$ cat config.mk
export PLATFORM = sky130hd
export DESIGN_NAME = tch_vec_cell
export DESIGN_NICKNAME = d
export VERILOG_FILES = /design/src/tch_pkg.sv /design/src/tch_vec_cell.sv
export SDC_FILE = /design/constraint.sdc
export NUM_CORES = 1
export LEC_CHECK = 0
export ABC_CLOCK_PERIOD_IN_PS = 5600
export BUFFER_PORTS_ARGS = -buffer_cell sky130_fd_sc_hd__buf_2
export CAP_MARGIN = 20
export CORE_MARGIN = 4
export CORE_UTILIZATION = 50
export DETAILED_ROUTE_END_ITERATION = 6
export PLACE_DENSITY_LB_ADDON = 0.12
export SETUP_SLACK_MARGIN = 0.4
export SYNTH_ARGS = -nofsm -noshare
export SYNTH_HDL_FRONTEND = slang
export SYNTH_SLANG_ARGS = --single-unit
$ cat constraint.sdc
create_clock -name clock -period 5.6 [get_ports clock]
set_input_delay 0 -clock clock [delete_from_list [all_inputs] [get_ports clock]]
set_output_delay 0 -clock clock [all_outputs]
set_load 0.05 [all_outputs]
$ cat src/tch_pkg.sv
package tch_pkg;

   // Fixed widths of the ports
   localparam int SAMPLE_WIDTH = 16;
   localparam int ANGLE_W      = 16;
   localparam int CORDIC_STEPS = 16;

   // Angle table depth and step index width
   localparam int ATAN_ENTRIES = 24;
   localparam int STEP_W       = $clog2(ATAN_ENTRIES);

   // Internal formats: Q30 trig, Q30 angles
   localparam int TRIG_W = 32;
   localparam int ZR_W   = 34;
   localparam int TP_W   = 2 * TRIG_W;
   localparam int FP_W   = SAMPLE_WIDTH + TRIG_W;
   localparam int H_W    = SAMPLE_WIDTH + TRIG_W - 12;
   localparam int VX_W   = H_W + 3;
   localparam int VZ_W   = 34;

   localparam logic signed [TRIG_W-1:0] INV_GAIN_Q30 = 32'sd652032874;
   localparam logic signed [ZR_W-1:0]   HALF_PI_Q30  = 34'sd1686629713;
   localparam logic signed [ZR_W-1:0]   PI_Q30       = 34'sd3373259426;
   localparam logic signed [ANGLE_W-1:0] PI_Q13      = 16'sd25736;

   typedef struct packed {
      logic signed [TRIG_W-1:0] x;
      logic signed [TRIG_W-1:0] y;
      logic signed [ZR_W-1:0]   z;
      logic                     neg;
   } trig_type;

   typedef struct packed {
      trig_type                       roll;
      trig_type                       pitch;
      logic signed [SAMPLE_WIDTH-1:0] fx;
      logic signed [SAMPLE_WIDTH-1:0] fy;
      logic signed [SAMPLE_WIDTH-1:0] fz;
   } rot_state_type;

   typedef struct packed {
      logic signed [VX_W-1:0] x;
      logic signed [VX_W-1:0] y;
      logic signed [VZ_W-1:0] z;
      logic                   degen;
   } vec_state_type;

   // Elementary angles atan(2^-i), Q30
   function automatic logic [31:0] atan_q30(input logic [STEP_W-1:0] idx);
      logic [31:0] r;
      case (idx)
         5'd0:    r = 32'h3243F6A8;
         5'd1:    r = 32'h1DAC6705;
         5'd2:    r = 32'h0FADBAFC;
         5'd3:    r = 32'h07F56EA6;
         5'd4:    r = 32'h03FEAB76;
         5'd5:    r = 32'h01FFD55B;
         5'd6:    r = 32'h00FFFAAA;
         5'd7:    r = 32'h007FFF55;
         5'd8:    r = 32'h003FFFEA;
         5'd9:    r = 32'h001FFFFD;
         5'd10:   r = 32'h000FFFFF;
         5'd11:   r = 32'h0007FFFF;
         5'd12:   r = 32'h0003FFFF;
         5'd13:   r = 32'h0001FFFF;
         5'd14:   r = 32'h0000FFFF;
         5'd15:   r = 32'h00007FFF;
         5'd16:   r = 32'h00003FFF;
         5'd17:   r = 32'h00001FFF;
         5'd18:   r = 32'h00000FFF;
         5'd19:   r = 32'h000007FF;
         5'd20:   r = 32'h000003FF;
         5'd21:   r = 32'h000001FF;
         5'd22:   r = 32'h000000FF;
         5'd23:   r = 32'h0000007F;
         default: r = 32'h00000000;
      endcase
      return r;
   endfunction

   // One rotation-mode micro-rotation
   function automatic trig_type rot_step(input trig_type t, input logic [STEP_W-1:0] idx);
      trig_type r;
      logic signed [ZR_W-1:0] a;
      a = ZR_W'(atan_q30(idx));
      r = t;
      if (t.z >= 0) begin
         r.x = t.x - (t.y >>> idx);
         r.y = t.y + (t.x >>> idx);
         r.z = t.z - a;
      end else begin
         r.x = t.x + (t.y >>> idx);
         r.y = t.y - (t.x >>> idx);
         r.z = t.z + a;
      end
      return r;
   endfunction

endpackage

$ cat src/tch_vec_cell.sv
module tch_vec_cell (
   input  logic                          clock,
   input  logic                          reset,
   input  logic [tch_pkg::STEP_W-1:0]    step_idx,
   input  logic                          in_valid,
   output logic                          in_ready,
   input  tch_pkg::vec_state_type        in_state,
   output logic                          out_valid,
   input  logic                          out_ready,
   output tch_pkg::vec_state_type        out_state
);

   logic                   valid_ff;
   tch_pkg::vec_state_type state_ff;
   tch_pkg::vec_state_type state_in;
   logic signed [tch_pkg::VZ_W-1:0] a;

   // Drive y towards zero, accumulate the angle
   always_comb begin
      a        = tch_pkg::VZ_W'(tch_pkg::atan_q30(step_idx));
      state_in = in_state;
      if (in_state.y >= 0) begin
         state_in.x = in_state.x + (in_state.y >>> step_idx);
         state_in.y = in_state.y - (in_state.x >>> step_idx);
         state_in.z = in_state.z + a;
      end else begin
         state_in.x = in_state.x - (in_state.y >>> step_idx);
         state_in.y = in_state.y + (in_state.x >>> step_idx);
         state_in.z = in_state.z - a;
      end
   end

   assign in_ready = !valid_ff || out_ready;

   always_ff @(posedge clock) begin
      if (reset) begin
         valid_ff <= 1'b0;
      end else if (in_ready) begin
         valid_ff <= in_valid;
      end
      if (in_ready && in_valid) begin
         state_ff <= state_in;
      end
   end

   assign out_valid = valid_ff;
   assign out_state = state_ff;

endmodule

## Yosys cells after proc, flatten, opt, wreduce, memory -nomap -nowiden

Memories as Yosys holds them, arrays and structs flattened.
Index checks and enable logic that the tools add are counted.

| cells by class | value |
|---|---|
| reductions and logical operators | 3 |
| muxes and demuxes | 1 |
| shift-type cells | 2 |
| order comparisons | 1 |
| add/sub/neg operators | 6 |

Operators by type and width:

| operator | count |
|---|---|
| $mux 112 | 1 |
| $add 39x39->39 | 2 |
| $sshr 39x5->39 | 2 |
| $sub 39x39->39 | 2 |
| $ge 39x1->1 const B | 1 |
| $add 34x33->34 | 1 |
| $sub 34x33->34 | 1 |
| $logic_and 1x1->1 | 1 |
| $logic_not 1->1 | 1 |
| $logic_or 1x1->1 | 1 |

| word-level totals | value |
|---|---|
| memories kept | 1 |
| register bits after elaboration | 114 |
| memory bits (read-only) | 960 |
| output and inout bits | 115 |
| bits of input ports | 122 |

Memories:

| memory | depth | bits a word | rd ports | clocked after Yosys merged registers in | wr ports | RTL line | text |
|---|---|---|---|---|---|---|---|
| (no name shown) | 32 | 30 | 1 | 0 | 0 | tch_pkg.sv:51 | `case (idx)` |

## Depth between registers and ports, before layout

Gate-level depths: netlist of the first run.

| depth | value |
|---|---|
| word-level depth | 3 |
| gate-level depth with buffers | 29 |
| mapped depth without buffers | 23 |

## Worst setup path after synthesis of the first run

No wires, ideal clock.

| timing | value |
|---|---|
| kind | in2reg |
| from | input port step_idx[1] (netlist bit) |
| to | register state_ff (netlist bit out_state[29]), data pin |
| setup time | 261 ps |
| cell stages on the path | 26 |
| path buffers | 5 |
| data required time | 5,339 ps |
| arrival | 5,863 ps |
| path slack | -524 ps |
| cell sequence | buf_2 -> inv_2 -> buf_2 -> buf_1 -> buf_1 -> clkbuf_1 -> ha_1 -> nor2_1 -> a21oi_1 -> nor2_1 -> a311oi_1 -> inv_1 -> ha_1 -> nand2_1 -> o21ai_0 -> fa_1 -> a211oi_1 -> o21ai_0 -> a221oi_1 -> o21ai_0 -> a311oi_1 -> o21ai_0 -> o31ai_1 -> a211oi_1 -> o21a_1 -> o311a_1 |

RTL lines:

| item | RTL line | text |
|---|---|---|
| start: declaration | tch_vec_cell.sv:4 | `input logic [tch_pkg::STEP_W-1:0] step_idx,` |
| end signal: assignment | tch_vec_cell.sv:42 | `state_ff <= state_in;` |
| end: declaration | tch_vec_cell.sv:14 | `tch_pkg::vec_state_type state_ff;` |

==> reports/results.ini, run 1 <==
[run_status]
outcome=finished clean

[die]
die_w_um=200.3
start_util=0.5061
io_pins=237
die_height_um=200.3
core_area_mm2=0.03652
die-area_mm2=0.04011
rows=70

[final_layout]
fill_cells=2870
multi_input_area_mm2=0.01490
drive_above_1_share=0.4161
final_common_cell=buf_4
nets=3012
layout_common_cells=539 x buf_4, 231 x buf_2, 166 x nand2_1, 155 x nor2_1, 121 x ha_1
area_delta_synth_final_pct=38.45
seq_area_mm2=0.003413

[synth]
ys_async_sr_fraction=0
yosys_warnings=0
netlist_top_cells_area=edfxtp_1 18%, mux4_2 14%, ha_1 8.3%
synth_top_area_frac=0.1836
synth-main-ff-cell=edfxtp_1
ys_types=92
synth-seq-cells=114
synth_edf_count=113
synth_top_cell_by_area=edfxtp_1
synthesis.area_mm2=0.01849
synthCells=2063
syn_avg_cell_area_um2=8.960
syn-num-nets=2311
yosysSeqAreaShare=0.1846

[detailed_routing]
antenna_left=0
routedWlPerCell_um=25.22
detail_route.drc_violations=0
totalWireLength_um=81820
first_pass_iters=7
routed_via_density=6.573
vias=21330
drtIter0Drc=2622

[sta]
setup_viol=0
slew_headroom=0.2893
period_needed_ns=5.494
fmax_ghz=0.1820
finalHoldViolCount=0
fin_skew_ns=0.007042
finalCritPeriodShare=0.9811
tightest_slew_ns=1.066
setup_slack_ns=0.1061
rsz0062_at_grt=yes
finalMaxSlewViolations=0

[pwr]
power_uw=6726
ir_drop_mv=0.2803
power_leakage_uw=0.01114
powerDensity_mw_per_mm2=262.8

[critical_path]
cp-start-kind=primary input
required_ns=5.79
path_max_fanout=7
crit_type=primary input to register
r2r_start=out_valid
end_kind=register
arrival_ns=5.69
crit_start=step_idx[0]

[clock_network]
cts_made_buffers=17
cts-root-buf=clkbuf_16
clockBufferDepth=2
htreeDepth=4
path_clk_slew_ns=0.07
clkLatencyLatePin_ns=0.46
tritoncts=yes
cts.sinks=114

[global_routing]
grt_pass1_vias=20750
antenna_found_initial=0
grt-ovfl-total=0
grt_max_degree=66
grt_pass1_wl_um=123400
gr-usage-all-layers=0.3905

[min_path]
hold_path_startpoint=in_state[35]
hp-class=primary input to register

[flow_run]
drv_cap=0

[placement]
port_buffers=236
place_hpwl_um=63300
dp_slack_ns=-0.6782
gp_congestion=1.033

==> sequential cells by signal (all words and copies together), names as in the netlist <==
name	count
out_state	113
out_valid	1
==> per-stage QoR <==
step	hold WS, ns	std cells	cell area, µm²	setup TNS [ns]	utilization
after global routing	0.05003	3244	25590	-0.02494	0.7007
after CTS	0.02230	3224	25060	0	0.6862
after floorplan	0.06907	2063	18830	0	-
final	0.03418	3245	25590	0	0.7008
after global placement	0.1633	3151	23900	-9.924	0.6544
after detailed placement	0.1798	3151	23900	-11.52	0.6544
==> power by group <==
part	internal, µW	total [µW]	switching, µW
clock	694	1160	463
combinational	1760	4300	2540
sequential	1230	1270	44.0
total	3680	6730	3050
==> area by class of cell <==
| cell class | count | share of cell area |
|---|---|---|
| tap | 468 | 0.02288 |
| antenna | 1 | 0.00009778 |
| timing repair buffer | 819 | 0.2308 |
| clock inverter | 14 | 0.006453 |
| clock buffer | 17 | 0.01662 |
| inverter | 50 | 0.007431 |
| multi-input combinational | 1762 | 0.5823 |
| sequential | 114 | 0.1334 |
==> critical path, stage by stage <==
cell       delay (ns)
clkbuf_16        0.16
buf_12           0.12
mux4_2           0.51
a222oi_1         0.26
buf_4            0.19
nor2_2           0.03
or3_4            0.38
or2_4            0.25
or4_4            0.54
or4b_4           0.59
or3_4            0.43
a221oi_2         0.29
ha_1             0.32
nand3_2          0.14
buf_6            0.11
buf_6            0.08
nor3_2           0.03
a22oi_1          0.22
a31oi_2          0.15
a21o_1           0.22
a41o_1           0.26
o41ai_2          0.27
xnor2_1          0.11
==> final timing paths <==
check                                      to  slack, ns  cells after the start
worst min register to register  out_state[47]       1.07                      2
worst min-delay path            out_state[35]       0.03                      4
worst max register to register  out_state[97]       3.35                      3
worst max-delay path            out_state[71]       0.11                     23
==> metal layers <==
metal  share of wire  global-route usage  vias up
met5               0                   0        -
li1                -                   -     9396
met4           0.048              0.1563        0
met1            0.39              0.5292    10200
met2            0.45              0.6125     1461
met3            0.11             0.08515      274
==> cell usage after synthesis, types with 9 or more instances <==
cell type and n:
a211o_1 16, a211oi_1 19, a21o_1 39, a21oi_1 135
a221oi_1 16, a22oi_1 17, a31oi_1 16, a32oi_1 11
and2_1 17, and3_1 20, buf_1 26, buf_2 29
buf_6 9, clkbuf_1 68, edfxtp_1 113, ha_1 123
inv_1 47, mux2_2 50, mux2i_1 75, mux4_2 116
nand2_1 169, nand2b_1 29, nand3_1 43, nand4_1 10
nor2_1 164, nor2b_1 31, nor3_1 37, o211ai_1 23
o21a_1 20, o21ai_0 138, o21bai_1 13, o22ai_1 21
o31ai_1 21, or2_2 13, or3_1 20, xnor2_1 116
xor2_1 62
==> logic make-up after synthesis <==
| group | Yosys count | share of synthesized area |
|---|---|---|
| AO/OA/AOI/OAI | 618 | 0.2246 |
| AND/OR/NAND/NOR | 595 | 0.1566 |
| multiplexers | 245 | 0.2181 |
| buffers and inverters | 187 | 0.04528 |
| XOR/XNOR | 178 | 0.08434 |
| adder cells (fa/ha/maj) | 126 | 0.08650 |
| flip-flops | 114 | 0.1846 |
==> repair_timing <==
item                                    in CTS  in global routing
gates cloned                                 1                  0
gates resized for setup                     52                 87
hold buffers                                10                  0
endpoints found under the setup margin      31                 40
pin swaps                                   46                 53
setup buffers                               31                 20
endpoints found under the hold margin        9                  0
Power figures use the tool's default switching activity.
==> run 2: changes to the inputs <==
--- a/config.mk
+++ b/config.mk
@@ -8,9 +8,12 @@
 export ABC_CLOCK_PERIOD_IN_PS = 5600
 export BUFFER_PORTS_ARGS = -buffer_cell sky130_fd_sc_hd__buf_2
 export CAP_MARGIN = 20
+export CELL_PAD_IN_SITES_DETAIL_PLACEMENT = 0
+export CELL_PAD_IN_SITES_GLOBAL_PLACEMENT = 1
 export CORE_MARGIN = 4
-export CORE_UTILIZATION = 50
+export CORE_UTILIZATION = 42
 export DETAILED_ROUTE_END_ITERATION = 6
+export GPL_TIMING_DRIVEN = 0
 export PLACE_DENSITY_LB_ADDON = 0.12
 export SETUP_SLACK_MARGIN = 0.4
 export SYNTH_ARGS = -nofsm -noshare
==> run 2 against run 1 <==
Net effect: first-iteration DRC count grew 21%; largest cell class unchanged; combinational power shrank 1%; critical endpoint is now out_state[70]; sequential power is essentially flat; the flow now finishes with violations (hold timing, setup timing); clock-buffer cell count is the same.
==> reports/results.ini, run 2 (synthesis gave the netlist of run 1 again) <==
[clock_network]
cts_made_buffers=17  ; unchanged
clockBufferDepth=2  ; unchanged
cts-root-buf=clkbuf_16  ; unchanged
path_clk_slew_ns=0.06  ; was 0.07 ns
clkLatencyLatePin_ns=0.50  ; was 0.46 ns
cts.sinks=114  ; unchanged
tritoncts=yes  ; unchanged
htreeDepth=4  ; unchanged

[critical_path]
r2r_slack_ns=3.80  ; was 3.35 ns
critPathBufInv=5  ; unchanged
crit_type=primary input to register  ; unchanged
arrival_ns=5.85  ; was 5.69 ns
crit_slowest_cell=or4b_4  ; unchanged
timing.critical_path.mode_cell=buf_12
crit_start=step_idx[0]  ; unchanged
worstRegToRegCells=3  ; unchanged
rr_endpoint=out_state[102]  ; was out_state[97]
r2r_start=out_valid  ; unchanged
crit_path_max_incr_delay_ns=0.62  ; was 0.59 ns
end_kind=register  ; unchanged
cp-start-kind=primary input  ; unchanged
critical_path.cell_chain=buf_12 -> buf_12 -> buf_12 -> buf_8 -> mux4_2 -> mux2i_1 -> o22ai_1 -> or3_4 -> or2_4 -> or4_4 -> or4b_4 -> or3_4 -> a21oi_2 -> a221oi_2 -> ha_1 -> nand3_4 -> nor2_4 -> nand3_4 -> nor4_4 -> o211ai_1 -> buf_4 -> a311oi_2 -> xor2_1  ; was clkbuf_16 -> buf_12 -> mux4_2 -> a222oi_1 -> buf_4 -> nor2_2 -> or3_4 -> or2_4 -> or4_4 -> or4b_4 -> or3_4 -> a221oi_2 -> ha_1 -> nand3_2 -> buf_6 -> buf_6 -> nor3_2 -> a22oi_1 -> a31oi_2 -> a21o_1 -> a41o_1 -> o41ai_2 -> xnor2_1
required_ns=5.84  ; was 5.79 ns
path_max_fanout=7  ; unchanged
path_delay_family=simple AND/OR/NAND/NOR gates  ; unchanged

[detailed_routing]
detail_route.drc_violations=0  ; unchanged
first_pass_iters=6  ; was 7
drtIter0Drc=3160  ; was 2622
routedWlPerCell_um=31.74  ; was 25.22 µm
routed_via_density=6.805  ; was 6.573
vias=21170  ; was 21330
totalWireLength_um=98750  ; was 81820 µm
antenna_left=0  ; unchanged

[die]
die_height_um=217.8  ; was 200.3 µm
rows=76  ; was 70
io_pins=237  ; unchanged
core_area_mm2=0.04327  ; was 0.03652 mm²
die_w_um=217.8  ; was 200.3 µm
die-area_mm2=0.04743  ; was 0.04011 mm²
start_util=0.4272  ; was 0.5061

[sta]
slew_headroom=0.3539  ; was 0.2893
fin_skew_ns=0.01034  ; was 0.007042 ns
rsz0062_at_grt=yes  ; unchanged
setup_slack_ns=-0.01450  ; was 0.1061 ns
tightest_slew_ns=0.9692  ; was 1.066 ns
setup_viol=1  ; was 0
period_needed_ns=5.615  ; was 5.494 ns
finalCritPeriodShare=1.003  ; was 0.9811
fmax_ghz=0.1781  ; was 0.1820 GHz
hold_ws_ns=-0.00007375  ; was 0.03418 ns
finalMaxSlewViolations=0  ; unchanged
finalHoldViolCount=1  ; was 0

[pwr]
clockPowerShare=0.156  ; was 0.172
power_frac_comb=0.649  ; was 0.639
p_switching_uw=3198  ; was 3046 µW
power_uw=6538  ; was 6726 µW
power_leakage_uw=0.009976  ; was 0.01114 µW
power.internal_uw=3340  ; was 3680 µW
ir_drop_mv=0.2217  ; was 0.2803 mV
switching_share=0.4891  ; was 0.4528
power_frac_seq=0.195  ; was 0.189
powerDensity_mw_per_mm2=262.0  ; was 262.8 mW/mm²

[final_layout]
nets=2761  ; was 3012
area_delta_synth_final_pct=35.01  ; was 38.45%
drive_above_1_share=0.3853  ; was 0.4161
final_cells=3111  ; was 3245
design_area_mm2=0.02496  ; was 0.02559 mm²
fill_cells=3814  ; was 2870
layout_common_cells=245 x buf_2, 168 x buf_4, 166 x nand2_1, 152 x nor2_1, 120 x mux4_2  ; was 539 x buf_4, 231 x buf_2, 166 x nand2_1, 155 x nor2_1, 121 x ha_1
largest_reg_flops=113  ; unchanged
final_common_cell=buf_2  ; was buf_4

[placement]
place_hpwl_um=72890  ; was 63300 µm
gp_congestion=1.071  ; was 1.033
port_buffers=235  ; was 236
placedCellCount=2888  ; was 3151
dp_slack_ns=-2.209  ; was -0.6782 ns
placed_area_mm2=0.02080  ; was 0.02390 mm²

[min_path]
holdPathStages=3  ; was 4
hold_path_startpoint=in_state[9]  ; was in_state[35]
worstHoldEndpoint=out_state[9]  ; was out_state[35]
hp-class=primary input to register  ; unchanged

[flow_run]
drv_cap=0  ; unchanged

[global_routing]
antenna_found_initial=1  ; was 0
grt_max_degree=72  ; was 66
gr-usage-all-layers=0.4013  ; was 0.3905
grt_pass1_wl_um=139400  ; was 123400 µm
grt_pass1_vias=20550  ; was 20750
grt-ovfl-total=0  ; unchanged

[run_status]
violations=hold timing, setup timing
outcome=finished, violations left  ; was finished clean

[run 2: cell count changes in the layout (fill, tap and decap cells not counted), sizes merged, moves of 2 or more]
cell	before	now
clkinvlp	1	6
clkbuf	19	72
bufbuf	0	2
bufinv	3	0
buf	807	496
dlygate4sd3	10	14
[run 2: repair_timing]
item,CTS,global route
gates cloned,2,0
setup buffers,134,41
gates resized for setup,342,170
pin swaps,72,67
endpoints found under the hold margin,13,0
hold buffers,14,0
endpoints found under the setup margin,92,44
[run 2: power groups by stage]
stage	Combinational, µW	Clock [µW]	Sequential [µW]
after floorplan	1880	0	1950
after global placement	3490	0	1290
after detailed placement	3520	0	1290
after CTS	3910	1030	1270
after global routing	4430	1070	1290
final	4240	1020	1270
[run 2: per-layer routing]
layer  vias to the layer above  share of wire  GRT usage
li1                       8908              -          -
met1                     10270           0.39     0.5215
met2                      1651           0.42     0.5966
met3                       344           0.13     0.1375
met4                         2          0.061     0.2001
met5                         -        0.00013          0
[run 2: worst reg2reg max path, stage by stage (launching register included)]
cell	delay, ns
dfxtp_1	0.31
nand2b_1	0.10
and2_4	0.57
buf_16	0.36
[run 2: layout make-up]
cell class                      count  area [µm²]  share of cell area
Multi-Input combinational cell   1762       15840              0.6348
Sequential cell                   114        3413              0.1368
Clock inverter                     14       92.59            0.003710
Buffer                            137        1348             0.05400
Tap cell                          585       732.0             0.02933
Inverter                           50       201.4            0.008072
Timing Repair Buffer              431        2900              0.1162
Antenna cell                        1       2.502           0.0001003
Clock buffer                       17       425.4             0.01705
[run 2: how the worst max path moves through the flow]
stage                          to  slack, ns  depth (start not counted)
finish              out_state[70]      -0.01                         23
global route        out_state[70]      -0.12                         28
CTS                 out_state[71]       0.11                         23
detailed placement  out_state[29]      -2.21                         26
global placement    out_state[70]      -2.50                         18
floorplan           out_state[71]       0.27                         24
[run 2: stage by stage]
| stage | setup TNS, ns | util |
|---|---|---|
| 4_1_cts | 0 | 0.5536 |
| 6_report | -0.01450 | 0.5768 |
| 3_5_place_dp | -122.46 | 0.4808 |
| 3_3_place_gp | -126.07 | 0.4794 |
| 2_1_floorplan | 0 | - |
| 5_1_grt | -0.5907 | 0.5768 |
